==> src/hw/rtl/sppq_pkg.sv <==
// ----------------------------------------------------------------------------
// SP-PIFO rank queue package
// Sizes, codes and shared types of the strict-priority rank queue.
// ----------------------------------------------------------------------------
`default_nettype none

package sppq_pkg;

  // Number of strict-priority FIFOs and the entries each one can hold.
  localparam int NUM_FIFOS  = 8;
  localparam int FIFO_DEPTH = 64;

  // Derived widths.
  localparam int IDX_W   = (NUM_FIFOS > 1) ? $clog2(NUM_FIFOS) : 1;
  localparam int PTR_W   = (FIFO_DEPTH > 1) ? $clog2(FIFO_DEPTH) : 1;
  localparam int CNT_W   = $clog2(FIFO_DEPTH + 1);
  localparam int STORE_DEPTH = NUM_FIFOS * FIFO_DEPTH;
  localparam int ADDR_W  = $clog2(STORE_DEPTH);

  // Field widths of the channels.
  localparam int RANK_W  = 16;
  localparam int TAG_W   = 16;
  localparam int QOUT_W  = 3;

  // Configuration register.
  localparam int LIMIT_W = 7;
  localparam int LIM_W   = (CNT_W > LIMIT_W) ? CNT_W : LIMIT_W;
  localparam logic [LIMIT_W-1:0] FIFO_LIMIT_RESET = 7'd60;
  localparam int PADDR_W = 3;
  localparam int PDATA_W = 32;
  localparam logic REG_FIFO_LIMIT = 1'b0;

  // Commands.
  typedef enum logic {
    CMD_ENQ = 1'b0,
    CMD_DEQ = 1'b1
  } cmd_t;

  // Result status codes.
  typedef enum logic [1:0] {
    ST_ENQ   = 2'd0,
    ST_DROP  = 2'd1,
    ST_DEQ   = 2'd2,
    ST_EMPTY = 2'd3
  } status_t;

  typedef logic [IDX_W-1:0]  idx_t;
  typedef logic [PTR_W-1:0]  ptr_t;
  typedef logic [CNT_W-1:0]  cnt_t;
  typedef logic [ADDR_W-1:0] addr_t;
  typedef logic [RANK_W-1:0] rank_t;

  // Decision made by the scheduler for the item in the input register.
  typedef struct packed {
    status_t status;
    idx_t    queue;
    logic    store_wr;
    logic    store_rd;
    addr_t   store_addr;
  } sppq_dec_t;

  // Next position of a circular pointer.
  function automatic ptr_t wrap_ptr(input ptr_t p);
    logic [PTR_W:0] inc;
    inc = {1'b0, p} + 1'b1;
    if (inc >= (PTR_W+1)'(FIFO_DEPTH)) begin
      wrap_ptr = '0;
    end else begin
      wrap_ptr = inc[PTR_W-1:0];
    end
  endfunction

  // Flat store address of an entry of one FIFO.
  function automatic addr_t store_addr(input idx_t q, input ptr_t p);
    store_addr = ADDR_W'(q) * ADDR_W'(FIFO_DEPTH) + ADDR_W'(p);
  endfunction

endpackage

`default_nettype wire

==> src/hw/rtl/sppq_sched.sv <==
// ----------------------------------------------------------------------------
// SP-PIFO scheduler
// Rank bounds, FIFO occupancy and pointers, and the per-item decision.
// ----------------------------------------------------------------------------
`default_nettype none

module sppq_sched (
  input  wire logic                        clk,
  input  wire logic                        rst,
  input  wire logic                        fire,
  input  wire logic                        cmd,
  input  wire sppq_pkg::rank_t             rank,
  input  wire logic [sppq_pkg::LIMIT_W-1:0] fifo_limit,
  output sppq_pkg::sppq_dec_t              dec
);

  sppq_pkg::rank_t bounds [sppq_pkg::NUM_FIFOS];
  sppq_pkg::cnt_t  counts [sppq_pkg::NUM_FIFOS];
  sppq_pkg::ptr_t  heads  [sppq_pkg::NUM_FIFOS];
  sppq_pkg::ptr_t  tails  [sppq_pkg::NUM_FIFOS];

  sppq_pkg::idx_t  tgt;
  sppq_pkg::idx_t  deq_idx;
  sppq_pkg::idx_t  sel;
  logic            push_up;
  logic            deq_found;
  logic            full;
  logic            enq_ok;
  logic            deq_ok;
  sppq_pkg::ptr_t  sel_ptr;
  sppq_pkg::rank_t cost;
  logic [sppq_pkg::LIM_W-1:0] lim_eff;
  sppq_pkg::rank_t bounds_down [sppq_pkg::NUM_FIFOS];

  // Effective limit: anything above the FIFO depth acts as the depth.
  always_comb begin
    if (sppq_pkg::LIM_W'(fifo_limit) > sppq_pkg::LIM_W'(sppq_pkg::FIFO_DEPTH)) begin
      lim_eff = sppq_pkg::LIM_W'(sppq_pkg::FIFO_DEPTH);
    end else begin
      lim_eff = sppq_pkg::LIM_W'(fifo_limit);
    end
  end

  // Enqueue target: the highest-numbered FIFO whose bound is at or below the rank.
  always_comb begin
    tgt     = '0;
    push_up = 1'b0;
    for (int i = 0; i < sppq_pkg::NUM_FIFOS; i++) begin
      if (rank >= bounds[i]) begin
        tgt     = sppq_pkg::IDX_W'(i);
        push_up = 1'b1;
      end
    end
  end

  // Dequeue source: the lowest-numbered FIFO that holds a packet.
  always_comb begin
    deq_idx   = '0;
    deq_found = 1'b0;
    for (int i = sppq_pkg::NUM_FIFOS - 1; i >= 0; i--) begin
      if (counts[i] != '0) begin
        deq_idx   = sppq_pkg::IDX_W'(i);
        deq_found = 1'b1;
      end
    end
  end

  // Push-down: every bound drops by the amount the rank undercuts bound zero.
  always_comb begin
    cost = bounds[0] - rank;
    for (int i = 0; i < sppq_pkg::NUM_FIFOS; i++) begin
      bounds_down[i] = (bounds[i] > cost) ? bounds[i] - cost : '0;
    end
  end

  // Decision for the item in the input register.
  always_comb begin
    sel     = (cmd == sppq_pkg::CMD_DEQ) ? deq_idx : tgt;
    full    = sppq_pkg::LIM_W'(counts[sel]) >= lim_eff;
    enq_ok  = (cmd == sppq_pkg::CMD_ENQ) && !full;
    deq_ok  = (cmd == sppq_pkg::CMD_DEQ) && deq_found;
    sel_ptr = (cmd == sppq_pkg::CMD_DEQ) ? heads[sel] : tails[sel];

    dec.queue      = sel;
    dec.store_wr   = enq_ok;
    dec.store_rd   = deq_ok;
    dec.store_addr = sppq_pkg::store_addr(sel, sel_ptr);
    if (cmd == sppq_pkg::CMD_ENQ) begin
      dec.status = full ? sppq_pkg::ST_DROP : sppq_pkg::ST_ENQ;
    end else begin
      dec.status = deq_found ? sppq_pkg::ST_DEQ : sppq_pkg::ST_EMPTY;
    end
  end

  // State update when the item is processed.
  always_ff @(posedge clk) begin
    if (rst) begin
      for (int i = 0; i < sppq_pkg::NUM_FIFOS; i++) begin
        bounds[i] <= '0;
        counts[i] <= '0;
        heads[i]  <= '0;
        tails[i]  <= '0;
      end
    end else if (fire) begin
      if (enq_ok) begin
        tails[sel]  <= sppq_pkg::wrap_ptr(tails[sel]);
        counts[sel] <= counts[sel] + 1'b1;
        if (!push_up) begin
          for (int i = 1; i < sppq_pkg::NUM_FIFOS; i++) begin
            bounds[i] <= bounds_down[i];
          end
        end
        bounds[sel] <= rank;
      end
      if (deq_ok) begin
        heads[sel]  <= sppq_pkg::wrap_ptr(heads[sel]);
        counts[sel] <= counts[sel] - 1'b1;
      end
    end
  end

endmodule

`default_nettype wire

==> config.mk <==
export PLATFORM = sky130hd
export DESIGN_NAME = sppq_sched
export DESIGN_NICKNAME = d
export VERILOG_FILES = /design/src/hw/rtl/sppq_pkg.sv /design/src/hw/rtl/sppq_sched.sv
export SDC_FILE = /design/constraint.sdc
export NUM_CORES = 1
export LEC_CHECK = 0
export BUFFER_PORTS_ARGS = -buffer_cell sky130_fd_sc_hd__buf_2
export CAP_MARGIN = 20
export CORE_ASPECT_RATIO = 0.8
export CORE_UTILIZATION = 25
export CTS_BUF_LIST = sky130_fd_sc_hd__clkbuf_4 sky130_fd_sc_hd__clkbuf_8 sky130_fd_sc_hd__clkbuf_16
export DETAILED_ROUTE_END_ITERATION = 12
export PLACE_DENSITY = 0.49
export RECOVER_POWER = 100
export SLEW_MARGIN = 20
export SYNTH_ARGS = -nofsm -noshare
export SYNTH_HDL_FRONTEND = slang
export SYNTH_SLANG_ARGS = --single-unit
==> constraint.sdc <==
create_clock -name clk -period 8.35 [get_ports clk]
set_clock_uncertainty 0.15 [all_clocks]
set_input_delay 1.67 -clock clk [delete_from_list [all_inputs] [get_ports clk]]
set_output_delay 1.67 -clock clk [all_outputs]
set_load 0.005 [all_outputs]
==> results of run 1 <==
[final timing paths]
kind	to	from	slack (ns)
hold reg to reg	bounds[6][1]	bounds[6][1]	0.68
setup reg to reg	bounds[1][1]	bounds[4][4]	1.06
hold / removal	bounds[6][1]	bounds[6][1]	0.68
setup / recovery	dec[14]	rank[11]	0.16
[cells in the final DEF, fill, tap and decap left out, drive strengths merged, types with 8 or more instances in the layout]
cell type,Yosys,routed
a21oi,96,96
buf,21,167
nor3,53,53
a31oi,19,19
xnor2,66,66
a211oi,10,10
a21o,63,63
a2111oi,11,11
nand2,133,133
a22o,96,96
clkbuf,37,110
o21bai,10,10
ha,254,254
or3,8,8
fa,9,9
o221ai,18,18
and3,10,10
or4,10,10
o21ai,76,76
a21boi,13,13
inv,196,198
mux2i,28,28
nor4,15,15
nand3,51,51
edfxtp,280,280
xor2,43,43
nand4,43,43
nand2b,45,45
o21a,13,13
o22ai,19,19
o211ai,12,12
a222oi,9,9
nor2b,23,23
nor2,235,235
o2111ai,9,9
clkinv,1,19
[synth_stat cells (5+ instances only)]
master | count | share of area
a2111oi_0 | 10 | 0.0042
a211o_1 | 7 | 0.0029
a211oi_1 | 10 | 0.0036
a21boi_0 | 13 | 0.0046
a21o_1 | 63 | 0.023
a21oi_1 | 95 | 0.023
a221o_1 | 6 | 0.0029
a222oi_1 | 9 | 0.0043
a22o_1 | 96 | 0.040
a31oi_1 | 19 | 0.0057
and2_1 | 7 | 0.0021
and3_1 | 10 | 0.0030
and4_1 | 5 | 0.0021
buf_2 | 5 | 0.0012
buf_4 | 7 | 0.0025
clkbuf_1 | 37 | 0.0066
edfxtp_1 | 280 | 0.40
fa_1 | 9 | 0.0086
ha_1 | 254 | 0.15
inv_1 | 192 | 0.034
mux2i_1 | 28 | 0.013
nand2_1 | 133 | 0.024
nand2b_1 | 45 | 0.013
nand3_1 | 51 | 0.012
nand4_1 | 43 | 0.013
nor2_1 | 234 | 0.042
nor2b_1 | 23 | 0.0069
nor3_1 | 52 | 0.012
nor4_1 | 14 | 0.0042
o2111ai_1 | 9 | 0.0038
o211ai_1 | 12 | 0.0043
o21a_1 | 12 | 0.0043
o21ai_0 | 74 | 0.018
o21bai_1 | 10 | 0.0036
o221ai_1 | 16 | 0.0067
o22ai_1 | 19 | 0.0057
o41ai_1 | 5 | 0.0021
or3_1 | 7 | 0.0021
or4_1 | 8 | 0.0029
xnor2_1 | 66 | 0.028
xor2_1 | 43 | 0.018
[layer usage]
layer / wire length, um / global-route usage
met1: 34810 / 0.2423
met5: 0 / 0
met2: 31570 / 0.2655
met4: 2454 / 0.05477
met3: 4159 / 0.02022
[worst register-to-register path, delay by kind of cell (launching register included)]
kind / cells / cell delay [ns]
buffers and inverters: 7 / 1.82
AND/OR/NAND/NOR: 6 / 1.26
adder cells (fa/ha/maj): 2 / 0.47
AO/OA/AOI/OAI: 14 / 3.00
flip-flops: 1 / 0.42
[cell families (layout without fill, tap and decap cells)]
group                      after synthesis  after routing  synth area share
xor gates and xnor gates               109            109           0.04546
muxes                                   33             33           0.01603
buffers and inverters                  255            501           0.05058
DFF                                    280            280            0.4004
adders and majority gates              263            263            0.1599
AOI/OAI and AO/OA                      526            527            0.1797
and+or+nand+nor                        651            651            0.1480
[sequential cells by signal, indices dropped and copies added (netlist names)]
signal	count
bounds	128
tails	48
heads	48
counts	56
[final cells by class]
type,instances,area (um^2)
inverters,197,757.0
clock inverters,27,269.0
clock buffers,45,1021
well taps,1104,1381
repair buffers,232,1479
fillers,8574,57650
multi-input cells,1583,11720
flip-flops and latches,280,8408
[stage by stage]
stage / setup WS [ns] / cell area [um^2] / hold slack, ns / total power [mW] / std cells
2_1_floorplan: 0.04044 / 21010 / 0.6069 / 3.031 / 2117
3_3_place_gp: -0.1830 / 23930 / 0.6482 / 3.736 / 3389
3_5_place_dp: -0.3148 / 23940 / 0.6818 / 3.753 / 3389
4_1_cts: 0.01318 / 25260 / 0.6946 / 5.486 / 3461
5_1_grt: 0.003409 / 25030 / 0.7420 / 5.748 / 3468
6_report: 0.1582 / 25030 / 0.6817 / 5.463 / 3468
[timing repair]
item | 4_1_cts | 5_1_grt
gates resized for setup | 8 | 46
pin swaps | 1 | 10
setup buffers | 0 | 6
gates cloned | 0 | 1
endpoints found under the setup margin | 2 | 2
hold endpoints to repair | 0 | 0
[power by group]
group	internal, mW	leakage, nW	total (mW)	switching, mW
Combinational	0.790	7.05	2.06	1.27
Clock	0.986	0.632	1.71	0.723
Sequential	1.65	2.90	1.70	0.0498
==> qor.csv, run 1 <==
stage,metric,value,unit
floorplanning,die_h,261.2,um
sta,max_clock_freq,122.1,MHz
floorplanning,start_util,0.2540,
synthesis,synth_nets,2407,
finish,diodes,0,
synthesis,synth_sequential_area_ratio,0.4004,
drt,wl_per_cell,21.05,um
finish,utilization,0.3028,
hold_path,hold_path.class,flip-flop to flip-flop,
setup_path,critPathRequiredTime,6.53,ns
synthesis,synthFlopType,edfxtp_1,
floorplanning,die_w,326.0,um
hold_path,hold_depth,2,
sta,setup_viol,0,
setup_path,slowest_stage,or4_1,
synthesis,ys_ff_latch,280,
drt,drtAntennaViolNets,0,
synthesis,synth-edff-count,280,
power,power.density,218.2,mW/mm^2
placed_design,port_buffers,42,
drt,drc,0,
sta,grt_setup_unrepaired,no,
setup_path,worst-path-max-fanout,6,
finish,drive_gt1_frac,0.1265,
grt,grt_overflow,0,
clock_network,clkTransAtPathRegs,0.05,ns
sta,tns,0,ns
clock_network,clk_latency,0.59,ns
setup_path,r2r_cells,29,
sta,fin_crit,8.192,ns
placed_design,place_congestion,0.9090,
setup_path,critPathLaunchType,primary input,
floorplanning,ios,43,
finish,area_growth,19.20,%
clock_network,cts_root_buffer,clkbuf_16,
clock_network,cts_buffers,39,
grt,antenna_found_initial,0,
grt,grt_pass1_vias,17761,
placed_design,dp_hpwl,54400,um
clock_network,clkSinkCount,280,
synthesis,synth_area,0.02100,mm^2
clock_network,cts_max_level,2,
setup_path,criticalPathCategory,primary input to output pin,
synthesis,synthCells,2117,
outcome,status,completed,
finish,finalNetCount,2623,
sta,tightest_slew,1.357,ns
setup_path,cp.depth,25,
floorplanning,core,0.08268,mm^2
drt,drt_iter0_drc,1517,
drt,drt_pass1_iterations,5,
setup_path,critPathTopFamily,compound AO/OA/AOI/OAI gates,
synthesis,ys_types,84,
drt,finalWirelength,72990,um
synthesis,synth.avg_cell_area,9.920,um^2
setup_path,endpoint_kind,output pin,
synthesis,yosys_warnings,0,
clock_network,postCtsHoldBufs,0,
clock_network,cts_tree,done,
sta,relSlewSlack,0.09560,
setup_path,crit_buf_inv,6,
sta,finalHoldViolations,0,
sta,report.final.slew_viol_count,0,
setup_path,crit_top_cell,a21o_1,
drt,vias,17864,
floorplanning,die_area,0.08518,mm^2
setup_path,slowest_delay,0.52,ns
sta,fin_crit_sh,0.9811,
floorplanning,num_rows,94,
setup_path,arrival,6.37,ns
job,cap_violations,0,
drt,vias_per_cell,5.151,
grt,grt_use_total,0.1697,
power,p_leak,10.58,nW
power,ir_drop,0.1462,mV
grt,grt_pass1_wl,110200,um
grt,grt_max_degree,38,
clock_network,ctsLongestPathBuffers,3,
synthesis,synthArstFlopShare,0,
(Power assumes the default switching activity.)
==> run 2: changes to the inputs <==
--- a/config.mk
+++ b/config.mk
@@ -5,6 +5,7 @@
 export SDC_FILE = /design/constraint.sdc
 export NUM_CORES = 1
 export LEC_CHECK = 0
+export ABC_AREA = 1
 export BUFFER_PORTS_ARGS = -buffer_cell sky130_fd_sc_hd__buf_2
 export CAP_MARGIN = 20
 export CORE_ASPECT_RATIO = 0.8
==> qor.csv, run 2 <==
stage,metric,value,unit,change
finish,diodes,0,,unchanged
floorplanning,num_rows,95,,+1.1%
floorplanning,die_w,329.0,um,+0.92%
finish,drive_gt1_frac,0.08054,,-0.04594
finish,top_regs,"bounds (128), counts (56)",,
synthesis,synthDominantCellAreaShare,0.3931,,-0.007283
drt,finalWirelength,69490,um,-4.8%
finish,utilization,0.2886,,-0.01415
setup_path,r2r_slack,1.60,ns,+0.54 ns
clock_network,postCtsHoldBufs,0,,unchanged
outcome,violations,DRC,,
sta,fin_crit,7.985,ns,-0.2064 ns
sta,fin_crit_sh,0.9563,,-0.02472
clock_network,clkTransAtPathRegs,0.06,ns,about the same
synthesis,ys_types,58,,-31%
setup_path,crit_top_cell,nand2_1,,
finish,area_growth,13.87,%,
grt,grt_overflow,0,,unchanged
synthesis,synth.avg_cell_area,8.425,um^2,-15%
setup_path,slowest_stage,a211oi_1,,
finish,finalNetCount,2949,,+12%
power,ir_drop,0.1211,mV,-17%
clock_network,ctsLongestPathBuffers,3,,unchanged
placed_design,place_congestion,0.8614,,-5.2%
synthesis,synth_top_family_by_area,simple AND/OR/NAND/NOR gates,,
synthesis,yosysMostFrequentCell,nand2_1,,
setup_path,critPathTopFamily,compound AO/OA/AOI/OAI gates,,
power,p_leak,10.83,nW,+2.3%
synthesis,synth-edff-count,280,,unchanged
drt,wl_per_cell,18.30,um,-13%
placed_design,place_area,0.02338,mm^2,-2.3%
synthesis,synth-simple-area-share,0.1996,,+0.05159
sta,relSlewSlack,0.1355,,+0.03985
setup_path,arrival,6.17,ns,-0.20 ns
grt,grt_max_degree,29,,-24%
sta,report.final.slew_viol_count,0,,unchanged
clock_network,cts_tree,done,,
clock_network,cts_max_level,2,,unchanged
sta,tightest_slew,1.297,ns,-0.05978 ns
grt,antenna_found_initial,0,,unchanged
grt,grt_use_total,0.1589,,-0.01072
finish,largest_reg_flops,128,,unchanged
sta,finalHoldViolations,0,,unchanged
placed_design,dp_hpwl,53340,um,-2.0%
synthesis,synthCells,2539,,+20%
clock_network,cts_buffers,38,,-2.6%
synthesis,synthXorXnorAreaFrac,0.03720,,-0.008256
setup_path,r2r-start,bounds[6][1],,
synthesis,yosys_warnings,0,,unchanged
power,power.density,205.5,mW/mm^2,-5.9%
floorplanning,start_util,0.2535,,-0.0005408
setup_path,crit_start,rank[7],,
placed_design,port_buffers,42,,unchanged
clock_network,ctsResizeCount,0,,-8
drt,vias_per_cell,4.736,,-8.1%
sta,setup_viol,0,,unchanged
floorplanning,core,0.08439,mm^2,+2.1%
clock_network,clkSinkCount,280,,unchanged
finish,final_cell_mix,"492 x nand2_1, 359 x inv_1, 296 x nor2_1",,
synthesis,synth_nets,2829,,+18%
setup_path,cp.depth,22,,-12%
setup_path,worst-path-max-fanout,9,,+3
setup_path,slowest_delay,0.38,ns,-0.14 ns
synthesis,synthMuxAreaShare,0,,-0.01603
hold_path,hold_path.class,flip-flop to flip-flop,,
setup_path,r2r_cells,31,,+6.9%
setup_path,crit_buf_inv,4,,-2
floorplanning,die_h,263.6,um,+0.91%
setup_path,worstSetupEndpoint,dec[14],,
setup_path,critPathLaunchType,primary input,,
finish,fin_area,0.02436,mm^2,-2.7%
drt,drtAntennaViolNets,0,,unchanged
drt,drt_pass1_iterations,9,,+4
drt,drc,1,,+1
drt,vias,17983,,+0.67%
sta,tns,0,ns,unchanged
clock_network,cts_root_buffer,clkbuf_16,,
grt,grt_pass1_wl,105200,um,-4.6%
setup_path,crit_chain,"buf_2, ha_1, a21oi_1, o21ai_0, o21ai_0, nand3_1, nor2_1, nand3_2, nand2_4, nor2_8, nand2_1, clkbuf_1, inv_2, nand2_1, nand2_1, a211oi_1, nand2_1, ha_1, a211o_1, a21oi_1, nor2_1, clkbuf_2",,
setup_path,critPathRequiredTime,6.53,ns,about the same
clock_network,cts_setup_buffers,0,,unchanged
job,cap_violations,0,,unchanged
synthesis,synth_area,0.02139,mm^2,+1.9%
synthesis,yosys-top-cells-area,"edfxtp_1 39%, ha_1 15%, nand2_1 8.5%",,
setup_path,r2r-end,bounds[6][8],,
grt,grt_pass1_vias,17068,,-3.9%
synthesis,synthAdderAreaFrac,0.1570,,-0.002909
clock_network,clk_latency,0.58,ns,about the same
synthesis,synthTopCellsByCount,"486 x nand2_1, 357 x inv_1, 292 x nor2_1",,
hold_path,hold_depth,3,,+1
floorplanning,die_area,0.08674,mm^2,+1.8%
synthesis,synth_compound_area_frac,0.1317,,-0.04796
sta,grt_setup_unrepaired,no,,
synthesis,synthFlopType,edfxtp_1,,
outcome,status,finished with violations,,
drt,drt_iter0_drc,1419,,-6.5%
synthesis,synthArstFlopShare,0,,unchanged
setup_path,criticalPathCategory,primary input to output pin,,
floorplanning,ios,43,,unchanged
finish,final_common_cell,nand2_1,,
sta,max_clock_freq,125.2,MHz,+2.6%
finish,top_register,bounds,,
synthesis,synth_sequential_area_ratio,0.3931,,-0.007283
setup_path,endpoint_kind,output pin,,
synthesis,yosysTopAreaCell,edfxtp_1,,
synthesis,ys_ff_latch,280,,unchanged
==> run 2: changes by cell type after synthesis, moves of 28 or more <==
cell | previous run | this run
nand2_1 | 133 | 486
nand2b_1 | 45 | 0
nor2_1 | 234 | 292
a21o_1 | 63 | 5
mux2i_1 | 28 | 0
a21oi_1 | 95 | 185
a22o_1 | 96 | 0
xnor2_1 | 66 | 30
o22ai_1 | 19 | 103
inv_1 | 192 | 357
==> run 2: final cells by class <==
cell class / instances / area [um^2]
clock inverters: 16 / 151.4
inverters: 385 / 1448
repair buffers: 126 / 745.7
clock buffers: 47 / 1018
flip-flops and latches: 280 / 8408
multi-input cells: 1828 / 11190
fillers: 9049 / 60040
well taps: 1115 / 1395
==> run 2: logic make-up after synthesis <==
group | after synthesis
AND/OR/NAND/NOR | 987
adder cells (fa/ha/maj) | 263
AO/OA/AOI/OAI | 488
flip-flops | 280
buffers and inverters | 431
XOR/XNOR | 90
==> run 2: metal layers <==
metal  up-vias  track usage  wire length, um
li1       8924            -                -
met1      8519       0.2517            36660
met2       471       0.2251            27990
met3        69      0.01921             3741
met4         0      0.03306             1098
met5         -            0                0
==> run 2: how the worst min path moves through the flow <==
stage | start | endpoint | slack [ns]
3_5_place_dp | bounds[5][15] | bounds[5][15] | 0.66
6_report | bounds[5][15] | bounds[5][15] | 0.68
3_3_place_gp | bounds[5][15] | bounds[5][15] | 0.66
5_1_grt | bounds[5][15] | bounds[5][15] | 0.71
2_1_floorplan | bounds[5][15] | bounds[5][15] | 0.59
4_1_cts | bounds[5][15] | bounds[5][15] | 0.68
==> run 2: tightest hold or removal path: cells and delay by family, from the launching register on <==
family	cells	cell delay (ns)
DFF	1	0.35
adders and majority gates	1	0.20
AOI/OAI and AO/OA	2	0.17
==> run 2: metrics by stage <==
stage	worst slack [ns]	power, mW	hold slack, ns	instances
3_3_place_gp	0.4854	3.427	0.6607	3734
3_5_place_dp	0.5056	3.419	0.6582	3734
2_1_floorplan	1.319	2.899	0.5899	2539
4_1_cts	0.4993	5.049	0.6770	3797
5_1_grt	0.08771	5.287	0.7093	3797
6_report	0.3646	5.004	0.6762	3797
==> run 2: power breakdown <==
group	internal (mW)	switching, mW
Sequential	1.64	0.0477
Clock	0.928	0.682
Combinational	0.585	1.12
